==> src/sv/cfel_pkg.sv <==
// Shared types, widths and register codes of the calibration flag edge latch.
package cfel_pkg;

    localparam int TURN_BITS_DEF = 16;
    localparam int POS_W         = 32;
    localparam int CFG_IDX_W     = 3;
    localparam int IN_TDATA_W    = 96;
    localparam int OUT_FIELDS_W  = 67;
    localparam int OUT_TDATA_W   = 72;

    typedef enum logic [CFG_IDX_W-1:0] {
        CFG_CONTINUOUS = 3'd0,
        CFG_RISE_EN    = 3'd1,
        CFG_FALL_EN    = 3'd2,
        CFG_RISE_ANGLE = 3'd3,
        CFG_FALL_ANGLE = 3'd4
    } t_cfg_idx;

    typedef struct packed {
        logic                    continuous;
        logic                    rise_en;
        logic                    fall_en;
        logic signed [POS_W-1:0] rise_angle;
        logic signed [POS_W-1:0] fall_angle;
    } t_cfg;

    typedef struct packed {
        logic                    primed;
        logic                    level;
        logic signed [POS_W-1:0] offset;
        logic signed [POS_W-1:0] actuator;
        logic                    rise_flag;
        logic signed [POS_W-1:0] rise_latch;
        logic                    fall_flag;
        logic signed [POS_W-1:0] fall_latch;
    } t_state;

endpackage

==> src/sv/calibration_flag_edge_latch_unit.sv <==
// Top level of the calibration flag edge latch: handshakes, registers and state.
//
//  channel   direction  handshake                 payload
//  s (in)    input      i_s_tvalid / o_s_tready   i_s_tdata, 96 bits
//  m (out)   output     o_m_tvalid / i_m_tready   o_m_tdata, 72 bits
//  cfg       input      i_cfg_valid / o_cfg_ready i_cfg_index, i_cfg_data
//
// One item is taken per clock while the output keeps taking results. An accepted
// item is held in the input register, then the flag and edge logic updates the joint
// state and loads the result register, from which the result is offered on o_m_tvalid
// and is taken at the first edge on which the output is free.
// The input register moves on whenever the result register is empty or being taken,
// so a full rate stream flows with no bubbles; a stall on the output backs up into
// o_s_tready after both registers are full. Reset (synchronous, active low) clears
// the configuration, the joint state and both valid flags. Configuration is always
// accepted; writes to indexes beyond the register list are ignored.
module calibration_flag_edge_latch_unit
    import cfel_pkg::*;
#(
    parameter int TURN_BITS = TURN_BITS_DEF
) (
    input  logic                   i_clk,
    input  logic                   i_rst_n,
    input  logic                   i_s_tvalid,
    output logic                   o_s_tready,
    // joint_position [31:0], reference_position [63:32], actuator_position [95:64]
    input  logic [IN_TDATA_W-1:0]  i_s_tdata,
    output logic                   o_m_tvalid,
    input  logic                   i_m_tready,
    // flag_level [0], rise_seen [1], rise_position [33:2], fall_seen [34],
    // fall_position [66:35], zeros [71:67]
    output logic [OUT_TDATA_W-1:0] o_m_tdata,
    input  logic                   i_cfg_valid,
    output logic                   o_cfg_ready,
    input  logic [CFG_IDX_W-1:0]   i_cfg_index,
    input  logic [POS_W-1:0]       i_cfg_data
);

    t_cfg                    r_cfg;
    t_state                  r_state;
    t_state                  n_state;
    logic                    r_in_valid;
    logic signed [POS_W-1:0] r_in_joint;
    logic signed [POS_W-1:0] r_in_reference;
    logic signed [POS_W-1:0] r_in_actuator;
    logic                    r_out_valid;
    logic [OUT_TDATA_W-1:0]  r_out_data;
    logic                    out_free;
    logic                    advance;
    logic                    in_accept;

    assign out_free    = !r_out_valid || i_m_tready;
    assign advance     = r_in_valid && out_free;
    assign o_s_tready  = !r_in_valid || out_free;
    assign in_accept   = i_s_tvalid && o_s_tready;
    assign o_cfg_ready = 1'b1;
    assign o_m_tvalid  = r_out_valid;
    assign o_m_tdata   = r_out_data;

    // Configuration registers; the angles are kept at full width, the wrap in
    // continuous mode only looks at the fraction of a turn.
    always_ff @(posedge i_clk) begin
        if (!i_rst_n) begin
            r_cfg <= '0;
        end else if (i_cfg_valid) begin
            case (t_cfg_idx'(i_cfg_index))
                CFG_CONTINUOUS: r_cfg.continuous <= i_cfg_data[0];
                CFG_RISE_EN:    r_cfg.rise_en    <= i_cfg_data[0];
                CFG_FALL_EN:    r_cfg.fall_en    <= i_cfg_data[0];
                CFG_RISE_ANGLE: r_cfg.rise_angle <= i_cfg_data;
                CFG_FALL_ANGLE: r_cfg.fall_angle <= i_cfg_data;
                default: begin
                end
            endcase
        end
    end

    // Input register.
    always_ff @(posedge i_clk) begin
        if (!i_rst_n) begin
            r_in_valid <= 1'b0;
        end else if (in_accept) begin
            r_in_valid <= 1'b1;
        end else if (advance) begin
            r_in_valid <= 1'b0;
        end
    end

    always_ff @(posedge i_clk) begin
        if (in_accept) begin
            r_in_joint     <= i_s_tdata[POS_W-1:0];
            r_in_reference <= i_s_tdata[2*POS_W-1:POS_W];
            r_in_actuator  <= i_s_tdata[3*POS_W-1:2*POS_W];
        end
    end

    cfel_core #(
        .TURN_BITS (TURN_BITS)
    ) u_core (
        .i_cfg       (r_cfg),
        .i_state     (r_state),
        .i_joint     (r_in_joint),
        .i_reference (r_in_reference),
        .i_actuator  (r_in_actuator),
        .o_state     (n_state)
    );

    // The joint state moves on together with each item entering the result register,
    // so the next item always sees the state left by the one before it.
    always_ff @(posedge i_clk) begin
        if (!i_rst_n) begin
            r_state <= '0;
        end else if (advance) begin
            r_state <= n_state;
        end
    end

    always_ff @(posedge i_clk) begin
        if (!i_rst_n) begin
            r_out_valid <= 1'b0;
        end else if (advance) begin
            r_out_valid <= 1'b1;
        end else if (i_m_tready) begin
            r_out_valid <= 1'b0;
        end
    end

    always_ff @(posedge i_clk) begin
        if (advance) begin
            r_out_data <= {{(OUT_TDATA_W-OUT_FIELDS_W){1'b0}},
                           n_state.fall_latch, n_state.fall_flag,
                           n_state.rise_latch, n_state.rise_flag,
                           n_state.level};
        end
    end

endmodule

==> src/sv/cfel_core.sv <==
// Flag level decision and edge capture for one sample, purely combinational.
module cfel_core
    import cfel_pkg::*;
#(
    parameter int TURN_BITS = TURN_BITS_DEF
) (
    input  t_cfg                    i_cfg,
    input  t_state                  i_state,
    input  logic signed [POS_W-1:0] i_joint,
    input  logic signed [POS_W-1:0] i_reference,
    input  logic signed [POS_W-1:0] i_actuator,
    output t_state                  o_state
);

    localparam logic [TURN_BITS-1:0] HALF_TURN = {1'b1, {(TURN_BITS-1){1'b0}}};

    // Wrap into (-half, +half]: values above half a turn become negative.
    function automatic logic signed [TURN_BITS:0] wrap_turn(input logic [TURN_BITS-1:0] v);
        wrap_turn = (v > HALF_TURN) ? {1'b1, v} : {1'b0, v};
    endfunction

    logic signed [POS_W:0]     diff;
    logic signed [POS_W-1:0]   pos;
    logic [TURN_BITS-1:0]      rise_u;
    logic [TURN_BITS-1:0]      fall_u;
    logic signed [TURN_BITS:0] rc;
    logic signed [TURN_BITS:0] fc;
    logic signed [TURN_BITS:0] pc;
    logic                      level;
    logic                      up;
    logic                      rising_edge;

    assign diff = {i_joint[POS_W-1], i_joint} - {i_reference[POS_W-1], i_reference};

    // Saturate the offset to the signed 32-bit range.
    always_comb begin
        if (diff[POS_W] != diff[POS_W-1]) begin
            pos = diff[POS_W] ? {1'b1, {(POS_W-1){1'b0}}} : {1'b0, {(POS_W-1){1'b1}}};
        end else begin
            pos = diff[POS_W-1:0];
        end
    end

    always_comb begin
        rise_u = i_cfg.rise_angle[TURN_BITS-1:0];
        fall_u = i_cfg.fall_angle[TURN_BITS-1:0];
        if (i_cfg.rise_en && !i_cfg.fall_en) begin
            fall_u = i_cfg.rise_angle[TURN_BITS-1:0] + HALF_TURN;
        end
        if (!i_cfg.rise_en && i_cfg.fall_en) begin
            rise_u = i_cfg.fall_angle[TURN_BITS-1:0] + HALF_TURN;
        end
    end

    assign rc = wrap_turn(rise_u);
    assign fc = wrap_turn(fall_u);
    assign pc = wrap_turn(diff[TURN_BITS-1:0]);

    always_comb begin
        if (i_cfg.continuous) begin
            if (rc < fc) begin
                level = (pc > rc) && (pc < fc);
            end else begin
                level = !((pc < rc) && (pc > fc));
            end
        end else if (i_cfg.rise_en) begin
            level = pos > i_cfg.rise_angle;
        end else if (i_cfg.fall_en) begin
            level = pos < i_cfg.fall_angle;
        end else begin
            level = i_state.level;
        end
    end

    assign up          = pos > i_state.offset;
    assign rising_edge = level ? up : !up;

    always_comb begin
        o_state = i_state;
        if (i_state.primed && (level != i_state.level)) begin
            if (rising_edge) begin
                o_state.rise_flag  = 1'b1;
                o_state.rise_latch = i_state.actuator;
            end else begin
                o_state.fall_flag  = 1'b1;
                o_state.fall_latch = i_state.actuator;
            end
        end
        o_state.level    = level;
        o_state.offset   = pos;
        o_state.actuator = i_actuator;
        o_state.primed   = 1'b1;
    end

endmodule

==> config.mk <==
export PLATFORM = sky130hd
export DESIGN_NAME = calibration_flag_edge_latch_unit
export DESIGN_NICKNAME = d
export VERILOG_FILES = /design/src/sv/cfel_pkg.sv /design/src/sv/calibration_flag_edge_latch_unit.sv /design/src/sv/cfel_core.sv
export SDC_FILE = /design/constraint.sdc
export NUM_CORES = 1
export LEC_CHECK = 0
export ABC_AREA = 1
export BUFFER_PORTS_ARGS = -buffer_cell sky130_fd_sc_hd__buf_2
export CELL_PAD_IN_SITES_DETAIL_PLACEMENT = 0
export CELL_PAD_IN_SITES_GLOBAL_PLACEMENT = 2
export CORE_MARGIN = 2
export CORE_UTILIZATION = 36
export DETAILED_ROUTE_END_ITERATION = 6
export PLACE_DENSITY_LB_ADDON = 0.1
export RECOVER_POWER = 50
export REMOVE_ABC_BUFFERS = 1
export SLEW_MARGIN = 25
export SYNTH_ARGS = -nofsm -noshare
export SYNTH_HDL_FRONTEND = slang
export SYNTH_SLANG_ARGS = --single-unit
export TNS_END_PERCENT = 30
==> constraint.sdc <==
create_clock -name i_clk -period 5.7 [get_ports i_clk]
set_input_delay 0.57 -clock i_clk [delete_from_list [all_inputs] [get_ports i_clk]]
set_output_delay 0.57 -clock i_clk [all_outputs]
set_load 0.05 [all_outputs]
; Word-level counts from Yosys, hierarchy flattened
; Cells that the tools add are included.
[classes]
addsub = 3
n_lt_le_gt_ge = 11
eq_ne = 6
mux = 19
reduce_logical = 23
[ops]
columns = operator, n
row1 = 33-bit 2-to-1 mux, 2
row2 = 66-bit 2-to-1 mux, 1
row3 = 32-bit > comparator, 2
row4 = 32-bit 2-to-1 mux, 2
row5 = 17-bit less-than comparator, 3
row6 = 17-bit 2-to-1 mux, 3
row7 = 16-bit > comparator (second input constant), 3
row8 = 17-bit > comparator, 2
row9 = 32-bit by 32-bit subtractor with 33-bit output, 1
row10 = 16-bit adder (second input constant), 2
row11 = 32-bit less-than comparator, 1
row12 = 16-bit 2-to-1 mux, 2
row13 = 2-bit AND reduction, 5
row14 = 1-bit 2-to-1 mux, 9
row15 = 1-bit logical AND, 7
row16 = 3-bit by 2-bit equality test with 1-bit output (second input constant), 2
row17 = 1-bit logical NOT, 6
row18 = 2-bit nonzero test, 2
row19 = 3-bit by 1-bit equality test with 1-bit output (second input constant), 1
row20 = 3-bit equality test (second input constant), 1
row21 = 3-bit logical NOT, 1
row22 = 1-bit logical OR, 2
row23 = 1-bit != test, 2
[word_totals]
reg_bits = 364
input_bits = 136
output_inout_bits = 75
wordCells = 81

; Longest topological paths before layout
; Gate-level depths: netlist of the first run.
[depth]
depth_word = 13
depth_mapped = 42
ltp_nobuf = 40

; Modules after synthesis
; From an unflattened synthesis of the first run, not the netlist that was laid out.
[unflattened]
hier_cells = 2808
area_unflattened_um2 = 21454.3
[by_module_without_submodules]
columns = module, n_inst, cells_each, area_per_inst_um2, seq_area_each_um2
row1 = calibration_flag_edge_latch_unit, 1, 1310, 13147.6, 8918.6
row2 = cfel_core, 1, 1498, 8306.7, 0.0

; Worst setup path before layout of the first run
; No wires, ideal clock.
[synth_timing]
kind = register to register
start = register r_in_joint[0]
end = register r_out_data[10], in the netlist o_m_tdata[10] (data pin)
arrival_ps = 4621
required_time_ps = 5442
slack_ps = 821
path_stages_with_launch = 40
n_path_buf = 4
period_less_slack_ps = 4879
path_cell_list = edfxtp_1 inv_1 ha_1 inv_1 fa_1 nand2_1 nand2_1 nand3_1 nand2_2 nand2_1 nand2_2 nand2_2 nand2_1 nand2_1 nand2_1 nand3_1 clkbuf_1 clkbuf_1 (+4 left out) a21oi_1 nor2_1 o21bai_1 a21oi_1 a21oi_1 o2111ai_1 xnor2_1 nand3_1 nand2_1 nand2_2 nand3_1 nand2_2 nor2_8 nand2_2 buf_6 buf_4 nand2_1 o21ai_1
[synth_lines]
columns = element, line
row1 = "start, declared", calibration_flag_edge_latch_unit.sv:43  ; logic signed [POS_W-1:0] r_in_joint;
row2 = "start signal, assigned", calibration_flag_edge_latch_unit.sv:91  ; r_in_joint <= i_s_tdata[POS_W-1:0];
row3 = "end signal, assigned", calibration_flag_edge_latch_unit.sv:130  ; r_out_data <= {{(OUT_TDATA_W-OUT_FIELDS_W){1'b0}},
row4 = "end, declared", calibration_flag_edge_latch_unit.sv:47  ; logic [OUT_TDATA_W-1:0] r_out_data;

==> results.yml, run 1 <==
status:
  outcome: "complete, but fails checks"
  violations: "max-capacitance violations, max-slew violations"
pwr:
  worst_ir_drop_vdd_v: 0.000214
  cellPowerDensity_nw_per_um2: 329
  switching_share: 0.329
  seq_power_share: 0.370
  combPwrFrac: 0.285
  p_switching_w: 0.00259
  static_power_due_to_leakage_nw: 10.4
  p_int_w: 0.00528
  share_clk_of_total_power: 0.345
critical_path:
  timing.critical_path.required_ps: 6210
  timing.critical_path.max_delay_family: "simple AND/OR/NAND/NOR gates"
  arrival_ps: 5900
  timing.critical_path.slowest_stage_cell: "sky130_fd_sc_hd__edfxtp_1"
  critical-path-max-stage-delay_ps: 420
  wp_buf_inv: 7
  cp-end-kind: "flop"
  worstPathMaxFanout: 5
  critPathKind: "reg -> reg"
  critical_path.most_common_cell: "sky130_fd_sc_hd__nand2_4"
  crit_path_start_kind: "flop"
synthesis:
  count_of_state_elements_after_synthesis: 364
  synth.avg_cell_area_um2: 8.31
  synth_enable_flop_cells: 163
  synth_area_leaders: "sky130_fd_sc_hd__edfxtp_1, sky130_fd_sc_hd__dfxtp_1, sky130_fd_sc_hd__ha_1"
  synth_cell_type_count: 46
  dominant_combinational_cell_family_by_area_after_synthesis: "simple AND/OR/NAND/NOR gates"
  synth-async-reset-ratio: 0
  yosysWarnings: 0
  synth_area_in_simple_gates: 0.158
  synth.yosys.seq_area_share: 0.456
  synth_xor_xnor_area_share: 0.0143
  synthMuxAreaShare: 0
  synth-compound-area-share: 0.144
  syn_inst: 2352
  synth-adder-area-share: 0.114
  synth_flop_cell: "sky130_fd_sc_hd__dfxtp_1"
  synth_commonest_cells: "sky130_fd_sc_hd__nand2_1, sky130_fd_sc_hd__inv_1, sky130_fd_sc_hd__a21oi_1, sky130_fd_sc_hd__dfxtp_1, sky130_fd_sc_hd__ha_1"
  post-synth-top-area-cell: "sky130_fd_sc_hd__edfxtp_1"
  post-synth-top-count-cell: "sky130_fd_sc_hd__nand2_1"
  synthDominantCellAreaShare: 0.250
  mappedNetlistArea_um2: 19600
run:
  max_cap_violations: 2
timing:
  timing.final.hold_violations: 0
  timing.final.max_slew_violations: 130
  report.final.setup_viol: 0
  upper_clock_frequency_limit_ghz: 0.186
  slew_headroom: -0.951
  min_period_over_period: 0.946
  finalCriticalPeriod_ps: 5390
  worst-slew-pin-transition_ps: 2930
  finalClockSkew_ps: 20.6
  finalSetupTns_ps: 0
  grt_setup_unrepaired: "yes"
floorplanning:
  io-pin-count: 211
  std_cell_rows: 85
  y_dimension_of_the_die_um: 237
  core-area_um2: 53700
  die_width_um: 237
  floorplan.die_area_um2: 56200
  initial_utilization: 0.364
final_layout:
  antenna-diode-count: 0
  num-nets-final: 2929
  final_cell_count_no_fill: 3345
  area.growth.synth_to_final_pct: 22.2
  n_fill_cell: 5356
  post_route_cells_drive_above_1_share: 0.191
  layout.cell_area.non_filler_um2: 23900
global_route:
  grt_max_degree: 95
  number_of_antenna_violations_at_the_first_check_in_global_routing: 3
  first_pass_grt_wire_length_um: 82600
  overflow: 0
  grt.total_usage: 0.185
  grt_pass1_vias: 15445
clock_tree:
  clock_sink_count: 364
  cts.root.buffer_cell: "sky130_fd_sc_hd__clkbuf_16"
  clkLatencyLatePin_ps: 590
  cts-htree-levels: 2
  worst_setup_hold_path_clk_slew_ps: 60
  cts_tree: "done"
  cts_inserted_buffers: 43
  cts-root-to-sink-buffers: 3
routing:
  drt_iter0_drc: 773
  route.detailed.drc: 0
  detailedRoute.firstPassIterationCount: 4
  postRouteAntennaNets: 0
  detailroute.via_count: 15929
  wire_per_inst_um: 15.8
  route.detailed.vias_per_inst: 4.76
  routed_wirelength_um: 52700
placed_design:
  dp_hpwl_um: 37300
  numPortBuffers: 204
  globalplace.congestion: 0.830
  placed_area_um2: 21800
  place_inst: 3254
hold_path:
  timing.hold.worst.class: "in -> reg"
-- routing by layer --
metal,share of wire,GRT usage
met5,0.00064,0
met4,0.021,0.0529
met3,0.039,0.0280
met2,0.48,0.313
met1,0.46,0.244
-- layout make-up --
class	instances	area (um^2)	area share
flip-flops and latches	364	8920	0.373
clock inverters	25	234	0.00979
multi-input cells	1460	8970	0.376
clock buffers	54	1150	0.0480
well taps	696	871	0.0365
repair buffers	321	2140	0.0897
inverters	425	1600	0.0671
-- placed cells by master (no fill, tap or decap), drive strengths merged, types with 2 or more instances in the layout --
master   netlist  final
a211oi        24     24
a21oi        221    221
a31o           3      3
a31oi         10     10
and3           2      2
buf           47    312
bufinv         0      3
clkbuf        60     63
clkinv         1     20
conb           2      6
dfxtp        201    201
edfxtp       163    163
ha           177    177
inv          424    426
nand2        442    442
nand3         34     34
nand4         88     88
nor2         129    129
nor3           8      8
nor4          10     10
o2111ai        5      5
o211ai         5      5
o21ai        239    239
o21bai         6      6
o221ai         4      4
o41ai          3      3
or2            3      3
or3            2      2
xnor2         17     17
xor2          15     15
-- final timing paths --
check / from / end / slack (ps) / depth (start not counted)
worst min register to register: r_state[32] / r_state[32] / 460 / 2
worst min-delay path: i_s_tdata[87] / r_in_actuator[23] / 150 / 1
worst max-delay path: r_in_joint[10] / r_state[22] / 310 / 41
worst max register to register: r_in_joint[10] / r_state[22] / 310 / 41
-- logic make-up after synthesis --
kind of cell,count (synthesis)
AOI/OAI and AO/OA,526
other,2
adders and majority gates,178
buffers and inverters,532
DFF,364
xor gates and xnor gates,32
and+or+nand+nor,718
-- power groups by stage --
stage,sequential [W],combinational (W),clock [W]
final,0.00291,0.00224,0.00272
after global routing,0.00292,0.00254,0.00291
after CTS,0.00291,0.00217,0.00282
after detailed placement,0.00296,0.00215,0
after global placement,0.00296,0.00213,0
after floorplan,0.00303,0.00122,0
-- metrics by stage --
| step | setup slack, ps | power (W) | util | hold WS [ps] |
|---|---|---|---|---|
| after CTS | 17.1 | 0.00789 | 0.433 | 113 |
| after detailed placement | -256 | 0.00511 | 0.407 | 450 |
| after global placement | -184 | 0.00509 | 0.407 | 451 |
| after global routing | -85.9 | 0.00837 | 0.445 | 130 |
| final | 310 | 0.00787 | 0.445 | 154 |
| after floorplan | -1560 | 0.00425 | - | 435 |
-- registers in the layout (all words and copies together) (netlist names) --
signal,count
r_state,132
o_m_tdata,67
r_cfg,67
r_in_actuator,32
r_in_joint,32
r_in_reference,32
o_m_tvalid,1
r_in_valid,1
-- what timing repair did --
| action | in CTS | in global routing |
|---|---|---|
| endpoints found under the hold margin | 0 | 0 |
| setup endpoints to repair | 131 | 132 |
| gates cloned | 0 | 3 |
| hold buffers | 0 | 0 |
| buffers inserted | 0 | 8 |
| resized for setup | 4 | 122 |
| pin swaps | 0 | 64 |
Note: power is estimated with default switching activity, not from simulation.
==> run 2, diff against run 1 <==
--- a/config.mk
+++ b/config.mk
@@ -14,7 +14,6 @@
 export DETAILED_ROUTE_END_ITERATION = 6
 export PLACE_DENSITY_LB_ADDON = 0.1
 export RECOVER_POWER = 50
-export REMOVE_ABC_BUFFERS = 1
 export SLEW_MARGIN = 25
 export SYNTH_ARGS = -nofsm -noshare
 export SYNTH_HDL_FRONTEND = slang
==> results.yml, run 2 (synthesis gave the netlist of run 1 again) <==
critical_path:
  arrival_ps: 5950
  critical_path.most_common_cell: "sky130_fd_sc_hd__nand2_1"
  wp_buf_inv: 7
  timing.critical_path.required_ps: 6210
  timing.critical_path.slowest_stage_cell: "sky130_fd_sc_hd__edfxtp_1"
  timing.critical_path.max_delay_family: "simple AND/OR/NAND/NOR gates"
  critPathKind: "reg -> reg"
  worstPathMaxFanout: 6
  crit_path_start_kind: "flop"
  cp-end-kind: "flop"
  critical-path-max-stage-delay_ps: 350
routing:
  route.detailed.drc: 0
  drt_iter0_drc: 642
  route.detailed.vias_per_inst: 4.80
  detailroute.via_count: 16108
  routed_wirelength_um: 53300
  detailedRoute.firstPassIterationCount: 5
  postRouteAntennaNets: 0
  wire_per_inst_um: 15.9
clock_tree:
  clkLatencyLatePin_ps: 580
  cts.root.buffer_cell: "sky130_fd_sc_hd__clkbuf_16"
  cts-root-to-sink-buffers: 3
  clock_sink_count: 364
  worst_setup_hold_path_clk_slew_ps: 60
  cts_inserted_buffers: 43
  cts-htree-levels: 2
  cts_tree: "done"
status:
  violations: "max-capacitance violations, max-slew violations"
  outcome: "complete, but fails checks"
final_layout:
  multi_input_comb_area_um2: 8990
  register_area_um2: 8920
  layout.cells.most_common: "sky130_fd_sc_hd__inv_1"
  flip_flop_count_of_the_largest_register_all_copies_and_words_added: 132
  fin_util: 0.447
  layout_common_cells: "sky130_fd_sc_hd__inv_1, sky130_fd_sc_hd__nand2_1, sky130_fd_sc_hd__a21oi_1"
  n_fill_cell: 5379
  final_cell_count_no_fill: 3357
  max_flop_register: "r_state"
  area.growth.synth_to_final_pct: 22.8
  post_route_cells_drive_above_1_share: 0.178
  num-nets-final: 2940
timing:
  worst-slew-pin-transition_ps: 2810
  finalCriticalPeriod_ps: 5440
  report.final.setup_viol: 0
  min_period_over_period: 0.955
  upper_clock_frequency_limit_ghz: 0.184
  timing.final.max_slew_violations: 175
  timing.final.hold_violations: 0
  slew_headroom: -0.873
  grt_setup_unrepaired: "yes"
  finalClockSkew_ps: 15.8
global_route:
  grt.total_usage: 0.184
  number_of_antenna_violations_at_the_first_check_in_global_routing: 2
  grt_pass1_vias: 15403
  overflow: 0
  first_pass_grt_wire_length_um: 82300
  grt_max_degree: 108
pwr:
  worst_ir_drop_vdd_v: 0.000237
  static_power_due_to_leakage_nw: 10.3
  cellPowerDensity_nw_per_um2: 332
hold_path:
  timing.hold.worst.class: "in -> reg"
floorplanning:
  die_width_um: 237
  std_cell_rows: 85
  y_dimension_of_the_die_um: 237
  initial_utilization: 0.364
  core-area_um2: 53700
  io-pin-count: 211
  floorplan.die_area_um2: 56200
placed_design:
  globalplace.congestion: 0.832
  dp_hpwl_um: 37400
  numPortBuffers: 204
  place_inst: 3261
run:
  max_cap_violations: 3
[run 2: cell count changes in the layout (fill, tap and decap cells not counted), sizes merged]
cell / change
clkbuf: +71
buf: -60
clkinvlp: +3
clkinv: -2
inv: -2
bufinv: +1
diode: +1
[run 2: worst paths after layout]
check | start | end | slack [ps] | depth (start not counted)
setup / recovery | r_in_reference[10] | r_state[58] | 260 | 40
hold / removal | i_s_tdata[42] | r_in_reference[10] | 170 | 1
setup reg to reg | r_in_reference[10] | r_state[58] | 260 | 40
hold reg to reg | r_state[32] | r_state[32] | 460 | 2
[run 2: worst reg2reg max path: cells and delay by family (launching register included)]
family                   cells  cell delay [ps]
AND/OR/NAND/NOR             23             2340
AO/OA/AOI/OAI                6              920
buffers and inverters        7              850
adder cells (fa/ha/maj)      2              540
XOR/XNOR                     2              390
flip-flops                   1              350
[run 2: routing by layer]
metal,wire length (um),global-route usage
met3,1890,0.0277
met4,1290,0.0543
met2,25400,0.315
met1,24700,0.241
met5,21,0
[run 2: timing repair]
item | CTS | global route
pin swaps | 0 | 81
hold buffers | 0 | 0
gates cloned | 0 | 5
resized for setup | 5 | 144
buffers inserted | 0 | 11
endpoints found under the setup margin | 132 | 132
[run 2: layout make-up]
cell class	count	share of cell area
Tap cell	696	0.0363
Sequential cell	364	0.372
Antenna cell	1	0.000104
Clock inverter	25	0.0105
Multi-Input combinational cell	1460	0.375
Timing Repair Buffer	332	0.0921
Clock buffer	54	0.0482
Inverter	425	0.0666
[run 2: power by group]
part	switching, W	total (W)	internal [W]	leakage [nW]
registers	0.0000434	0.00291	0.00287	3.22
logic	0.00141	0.00229	0.000882	6.40
clock network	0.00115	0.00277	0.00163	0.689
total	0.00260	0.00797	0.00537	10.3
[run 2: metrics by stage]
step	cell area, um^2	setup TNS [ps]	hold slack [ps]	setup WS [ps]	power (W)
finish	24000	0	165	258	0.00797
global placement	21900	-19690	443	-206	0.00511
CTS	23400	0	119	1.76	0.00798
floorplan	19600	0	435	821	0.00432
global route	24000	-6060	140	-126	0.00846
detailed placement	21900	-19290	451	-211	0.00514
